--- config.mk ---
export PLATFORM = sky130hd
export DESIGN_NAME = lgfb_div3
export DESIGN_NICKNAME = d
export VERILOG_FILES = /design/src/rtl/lgfb_pkg.sv /design/src/rtl/lgfb_div3.sv
export SDC_FILE = /design/constraint.sdc
export NUM_CORES = 1
export LEC_CHECK = 0
export BUFFER_PORTS_ARGS = -buffer_cell sky130_fd_sc_hd__buf_2
export CAP_MARGIN = 5
export CORE_UTILIZATION = 40
export DETAILED_ROUTE_END_ITERATION = 10
export HOLD_SLACK_MARGIN = 0.12
export PLACE_DENSITY = 0.63
export SLEW_MARGIN = 20
export SYNTH_ARGS = -nofsm -noshare
export SYNTH_HDL_FRONTEND = slang
export SYNTH_SLANG_ARGS = --single-unit
--- constraint.sdc ---
create_clock -name clk -period 4.1 [get_ports clk]
set_input_delay 0.82 -clock clk [delete_from_list [all_inputs] [get_ports clk]]
set_output_delay 0.82 -clock clk [all_outputs]
set_load 0.005 [all_outputs]
--- src/rtl/lgfb_pkg.sv ---
// lgfb_pkg: shared types and constants for the lightmap gutter fill and blur core
// used by lgfb_div3 and lightmap_gutter_fill_and_blur_core; no dependencies
`default_nettype none

package lgfb_pkg;

	// stream payload widths
	localparam int IN_DATA_W  = 88;
	localparam int IN_USER_W  = 2;
	localparam int OUT_DATA_W = 64;
	localparam int CFG_IDX_W  = 2;
	localparam int CFG_DATA_W = 16;

	// request kinds carried on tuser
	localparam logic [1:0] MODE_LOAD    = 2'd0;
	localparam logic [1:0] MODE_PROCESS = 2'd1;
	localparam logic [1:0] MODE_READ    = 2'd2;

	// register indexes
	localparam logic [1:0] CFG_FRAME_WIDTH  = 2'd0;
	localparam logic [1:0] CFG_FRAME_HEIGHT = 2'd1;
	localparam logic [1:0] CFG_MAX_FILL     = 2'd2;
	localparam logic [1:0] CFG_RAD_LIMIT    = 2'd3;

	// register reset values
	localparam logic [8:0]  FRAME_DIM_RST = 9'd256;
	localparam logic [7:0]  MAX_FILL_RST  = 8'd7;
	localparam logic [15:0] RAD_LIMIT_RST = 16'd12288;

	// first bit of the square root search, a power of four whose next power lies above any sum of three squares
	localparam logic [33:0] SQRT_BIT0 = 34'h1_0000_0000;

	// one stored pixel
	typedef struct packed {
		logic             valid;
		logic             covered;
		logic [15:0]      tri_idx;
		logic [2:0][15:0] color;
	} pix_t;

	// three-lane divider request and response
	typedef struct packed {
		logic [2:0][31:0] num;
		logic [16:0]      den;
	} div_req_t;

	typedef struct packed {
		logic             done;
		logic [2:0][15:0] quo;
	} div_rsp_t;

endpackage

`default_nettype wire

--- src/rtl/lgfb_div3.sv ---
// lgfb_div3: three-lane restoring divider sharing one divisor, one bit per cycle
// depends on lgfb_pkg for the request and response structs
`default_nettype none

module lgfb_div3 (
	input  wire logic              clk,
	input  wire logic              arst_n,
	input  wire logic              start,
	input  wire lgfb_pkg::div_req_t req,
	output lgfb_pkg::div_rsp_t     rsp
);

	logic [2:0][31:0] num_q;
	logic [2:0][17:0] rem_q;
	logic [16:0]      den_q;
	logic [4:0]       cnt_q;
	logic             busy_q;
	logic             done_q;

	logic [2:0][17:0] trial;
	logic [2:0]       fits;

	// shift in the next dividend bit and try the subtraction
	always_comb begin
		for (int l = 0; l < 3; l++) begin
			trial[l] = {rem_q[l][16:0], num_q[l][31]};
			fits[l]  = trial[l] >= {1'b0, den_q};
		end
	end

	// control
	always_ff @(posedge clk or negedge arst_n) begin
		if (!arst_n) begin
			busy_q <= 1'b0;
			done_q <= 1'b0;
			cnt_q  <= '0;
		end else begin
			done_q <= 1'b0;
			if (start) begin
				busy_q <= 1'b1;
				cnt_q  <= '0;
			end else if (busy_q) begin
				cnt_q <= cnt_q + 5'd1;
				if (cnt_q == 5'd31) begin
					busy_q <= 1'b0;
					done_q <= 1'b1;
				end
			end
		end
	end

	// datapath, quotient bits shift into the dividend register
	always_ff @(posedge clk) begin
		if (start) begin
			num_q <= req.num;
			den_q <= req.den;
			rem_q <= '0;
		end else if (busy_q) begin
			for (int l = 0; l < 3; l++) begin
				if (fits[l]) begin
					rem_q[l] <= trial[l] - {1'b0, den_q};
					num_q[l] <= {num_q[l][30:0], 1'b1};
				end else begin
					rem_q[l] <= trial[l];
					num_q[l] <= {num_q[l][30:0], 1'b0};
				end
			end
		end
	end

	always_comb begin
		rsp.done = done_q;
		for (int l = 0; l < 3; l++) begin
			rsp.quo[l] = num_q[l][15:0];
		end
	end

endmodule

`default_nettype wire

==> impl_table.tex <==
\begin{tabular}{lr}
\hline
Metric & Value \\
\hline
\multicolumn{2}{l}{\textbf{Logic synthesis}} \\
\quad Portion of the post-synthesis area used by sequential elements & 0.464 \\
\quad Xor and xnor fraction of the mapped netlist area & 0.0381 \\
\quad Post-synth top area cell & sky130\_fd\_sc\_hd\_\_edfxtp\_1 \\
\quad Post-synthesis instance total & 885 \\
\quad Area share of fa/ha/maj cells after synthesis & 0.0732 \\
\quad Proportion of synthesized flip-flops having asynchronous set or reset & 0.0409 \\
\quad Fraction of the mapped netlist area in compound gates & 0.133 \\
\quad Top\_reg\_cell synth & sky130\_fd\_sc\_hd\_\_edfxtp\_1 \\
\quad Mean area per synthesized cell & around 11 um\^{}2 \\
\quad Distinct cells, synth & 64 \\
\quad Fraction of synthesized area in multiplexers & 0.141 \\
\quad Top cells by area in the synthesized netlist & sky130\_fd\_sc\_hd\_\_edfxtp\_1 34\%, sky130\_fd\_sc\_hd\_\_mux2\_2 11\%, sky130\_fd\_sc\_hd\_\_dfxtp\_1 10\% \\
\quad Simple-gate share of the synthesized area & 0.0803 \\
\quad Count of yosys warnings during synthesis & 0 \\
\quad Main combinational cell family by area after synthesis & multiplexers \\
\quad Synth top area share & 0.343 \\
\quad Post-synth net total & approximately 1100 \\
\quad Flip-flop and latch count after synthesis & between 150 and 200 \\
\quad EDFF count, synth & roughly 110 \\
\quad Post-synthesis cell area & 0.00988 mm\^{}2 \\
\multicolumn{2}{l}{\textbf{Placement}} \\
\quad Placed standard-cell area & $\sim$0.011 mm\^{}2 \\
\quad DPL Wire Length & between 15000 and 20000 um \\
\quad I/O Buffers & approximately 160 \\
\quad Routability cong. & 0.839 \\
\multicolumn{2}{l}{\textbf{Timing}} \\
\quad Fmax & around 0.32 GHz \\
\quad Total count of hold-check failures in the final report & 0 \\
\quad Worst-margin pin slew & a little over 0.9 ns \\
\quad Final-layout worst hold slack & about 0.19 ns \\
\quad Setup TNS & 0 ns \\
\quad Final setup viols & 0 \\
\quad Largest clock skew in the final design & between 0.015 and 0.02 ns \\
\quad Count of final max-slew check failures & 0 \\
\quad Headroom to the max-slew limit & 0.385 \\
\quad Post-layout min period & 3.17 ns \\
\quad Fraction of the cycle the final worst path needs & 0.774 \\
\quad Setup repair after global routing missed its margin & false \\
\multicolumn{2}{l}{\textbf{CTS}} \\
\quad Clock-pin slew on the worst setup and hold paths & about 0.080 ns \\
\quad Htree depth & 4 \\
\quad Inserted Clock Buffers & 17 \\
\quad Clock tree root buffer cell & sky130\_fd\_sc\_hd\_\_clkbuf\_16 \\
\quad Skew-Pair Late Insertion Delay & $\sim$0.44 ns \\
\quad Maximum count of clock buffers along a single path & 2 \\
\quad Quantity of hold-fixing buffers added after cts & 0 \\
\quad Clock tree from TritonCTS & done \\
\quad CTS-repair resized insts & 0 \\
\quad Setup repair bufs after CTS & 0 \\
\quad TritonCTS sink count & between 150 and 200 \\
\multicolumn{2}{l}{\textbf{Floorplan}} \\
\quad Initial Util & 0.408 \\
\quad Area of the die & $\sim$0.025 mm\^{}2 \\
\quad Die Span Y & between 150 and 200 um \\
\quad Core area & roughly 0.024 mm\^{}2 \\
\quad Ports & 165 \\
\quad Cell row count & 57 \\
\quad Width of the die & $\sim$160 um \\
\multicolumn{2}{l}{\textbf{Drt}} \\
\quad Final routed wire length divided by cell count & 16.4 um \\
\quad Post-detailed-route count of antenna-violating nets & 0 \\
\quad Vias & slightly below 7000 \\
\quad Detailed Routing Iterations Pass 1 & 5 \\
\quad Number of design-rule violations left by the first detailed-router iteration & $\sim$330 \\
\quad Drt via density & $\sim$5.3 \\
\quad DRC & 0 \\
\quad Final routed wirelength across all metal layers & around 22000 um \\
\multicolumn{2}{l}{\textbf{Power}} \\
\quad Power density normalized to cell area & roughly 450 mW/mm\^{}2 \\
\quad Max IR drop VDD & 0.308 mV \\
\quad Final Power & between 5000 and 6000 uW \\
\quad Leak pwr & 0.00477 uW \\
\multicolumn{2}{l}{\textbf{Cells and area}} \\
\quad Diodes inserted & 0 \\
\quad Layout Area Growth over Synthesis & 13.6\% \\
\quad Fraction of final layout cells sized beyond drive strength 1 & 0.321 \\
\quad Sequential cell area in the final layout & around 0.0046 mm\^{}2 \\
\quad Post-route cell area & roughly 0.011 mm\^{}2 \\
\quad Post-layout util & 0.463 \\
\quad Layout Nets & around 1200 \\
\quad Filler instances & between 2000 and 2500 \\
\quad Multi-input combinational cell area & between 0.004 and 0.005 mm\^{}2 \\
\multicolumn{2}{l}{\textbf{Setup path}} \\
\quad Slowest Stage Delay on Critical Path & 0.39 ns \\
\quad WP data arrival & around 3.5 ns \\
\quad Worst path required time & 4.44 ns \\
\quad Maximum fanout along the worst path & 20 \\
\quad CP dominant cell by count & sky130\_fd\_sc\_hd\_\_inv\_1 \\
\quad Cells along the critical path & inv\_1 -> ha\_1 -> inv\_1 -> fa\_1 -> a21o\_1 -> a221oi\_2 -> o21ai\_2 -> a31oi\_4 -> o221a\_4 -> a21o\_4 -> mux2\_2 -> a211oi\_1 \\
\quad Highest-delay cell along the critical path & sky130\_fd\_sc\_hd\_\_fa\_1 \\
\quad Startpoint Class & flop \\
\quad Critical Setup Path Class & flop to flop \\
\quad Endpoint kind of the worst setup timing path & flop \\
\multicolumn{2}{l}{\textbf{Global route}} \\
\quad Via count of the first global-routing pass & 6874 \\
\quad Antenna violations before repair & 3 \\
\quad Pin count of the biggest net entering global routing & a little over 70 \\
\quad Sum of overflow across all layers after global routing & 0 \\
\quad Wire length of the first global-routing pass & 34400 um \\
\quad Global routing usage summed across all routing layers & 0.172 \\
\multicolumn{2}{l}{\textbf{Flow run}} \\
\quad Reported max-cap violation count & 0 \\
\multicolumn{2}{l}{\textbf{Hold path}} \\
\quad Hold/Removal Path Class & primary input to asynchronous set/reset pin \\
\multicolumn{2}{l}{\textbf{Outcome}} \\
\quad Result of the run & completed \\
\hline
\end{tabular}
[kinds of logic after synthesis]
logic type	Yosys count
buffers and inverters	121
AO/OA/AOI/OAI	196
XOR/XNOR	43
multiplexers	127
adder cells (fa/ha/maj)	56
flip-flops	171
AND/OR/NAND/NOR	171
[synth_stat cells (3+ instances only)]
cell                         n
sky130_fd_sc_hd__dfxtp_1    51
sky130_fd_sc_hd__buf_2       5
sky130_fd_sc_hd__buf_4      50
sky130_fd_sc_hd__mux2_2     97
sky130_fd_sc_hd__a21oi_1    38
sky130_fd_sc_hd__o21ai_1     7
sky130_fd_sc_hd__a22o_1      4
sky130_fd_sc_hd__nand3_1     8
sky130_fd_sc_hd__nand4_1     8
sky130_fd_sc_hd__o211ai_1    3
sky130_fd_sc_hd__nor2_1     46
sky130_fd_sc_hd__xor2_1     17
sky130_fd_sc_hd__ha_1       53
sky130_fd_sc_hd__a32oi_1     6
sky130_fd_sc_hd__a31o_2      3
sky130_fd_sc_hd__nand2b_1    9
sky130_fd_sc_hd__xnor2_1    26
sky130_fd_sc_hd__inv_1      30
sky130_fd_sc_hd__fa_1        3
sky130_fd_sc_hd__clkbuf_1   31
sky130_fd_sc_hd__nor4_1      4
sky130_fd_sc_hd__a21o_1     21
sky130_fd_sc_hd__a211oi_1   24
sky130_fd_sc_hd__nor3_1      7
sky130_fd_sc_hd__dfrtp_1     7
sky130_fd_sc_hd__and3_1      7
sky130_fd_sc_hd__nor2b_1     4
sky130_fd_sc_hd__a221oi_2    3
sky130_fd_sc_hd__edfxtp_1  113
sky130_fd_sc_hd__a31oi_1     6
sky130_fd_sc_hd__o21a_1      6
sky130_fd_sc_hd__mux2i_1    30
sky130_fd_sc_hd__nand2_1    66
sky130_fd_sc_hd__o21ai_0    54
[report_power, final]
group	internal, uW	switching, uW
combinational	611	692
clock	852	779
sequential	2050	119
[placed cells by master, fill, tap and decap left out, drive strengths merged, types with 3 or more instances in the layout]
master	n
a211oi	25
a32oi	6
and3	7
mux2	97
a221oi	3
clkbuf	19
xnor2	26
nand3	8
inv	38
nor2	46
a22o	4
edfxtp	113
o21ai	62
buf	172
a21oi	38
xor2	17
ha	53
o21a	6
a21o	22
mux2i	30
nor2b	4
dfrtp	7
nand2	67
fa	3
nor4	4
dfxtp	51
nor3	8
clkinv	5
nand4	8
o211ai	3
a31oi	7
nand2b	9
a31o	3
[metal layers]
metal	part of all wire	wire length [um]	GRT usage
met4	0.029	620	0.0782
met3	0.067	1460	0.0516
met2	0.46	10100	0.285
met5	0.0014	31	0
met1	0.44	9530	0.205
[critical path: cells and delay by family, from the launching register on]
family / cells / cell delay, ns
compound gates: 7 / 1.65
fa+ha+maj: 2 / 0.55
mux: 1 / 0.37
flops: 1 / 0.36
buf+inv: 2 / 0.13
[final timing paths]
path,from,to,slack [ns],cells past startpoint
max in group asynchronous,arst_n,busy_q,3.74,1
min reg2reg,rem_q[38],rem_q[38],0.48,2
max reg2reg,num_q[95],rem_q[36],0.93,12
min in group clk,rem_q[38],rem_q[38],0.48,2
min,arst_n,cnt_q[4],0.19,1
max,num_q[95],rem_q[36],0.93,12
[layout make-up]
| class | instances | share of cell area |
|---|---|---|
| clock buffers | 19 | 0.0405 |
| clock inverters | 13 | 0.0126 |
| inverters | 30 | 0.0103 |
| multi-input cells | 593 | 0.411 |
| flip-flops and latches | 171 | 0.409 |
| well taps | 324 | 0.0361 |
| repair buffers | 172 | 0.0808 |
[per-stage QoR]
step / std cells / setup WS [ns]
after detailed placement: 1289 / 0.799
after global placement: 1289 / 0.866
after floorplan: 885 / 0.455
after global routing: 1322 / 0.755
final: 1322 / 0.927
after CTS: 1321 / 0.781
[flip-flops by register name, summed over array words and instances (netlist names)]
register,count
rem_q,51
den_q,17
num_q,48
cnt_q,5
busy_q,1
rsp,48
done_q,1
Note: power is estimated with default switching activity, not from simulation.
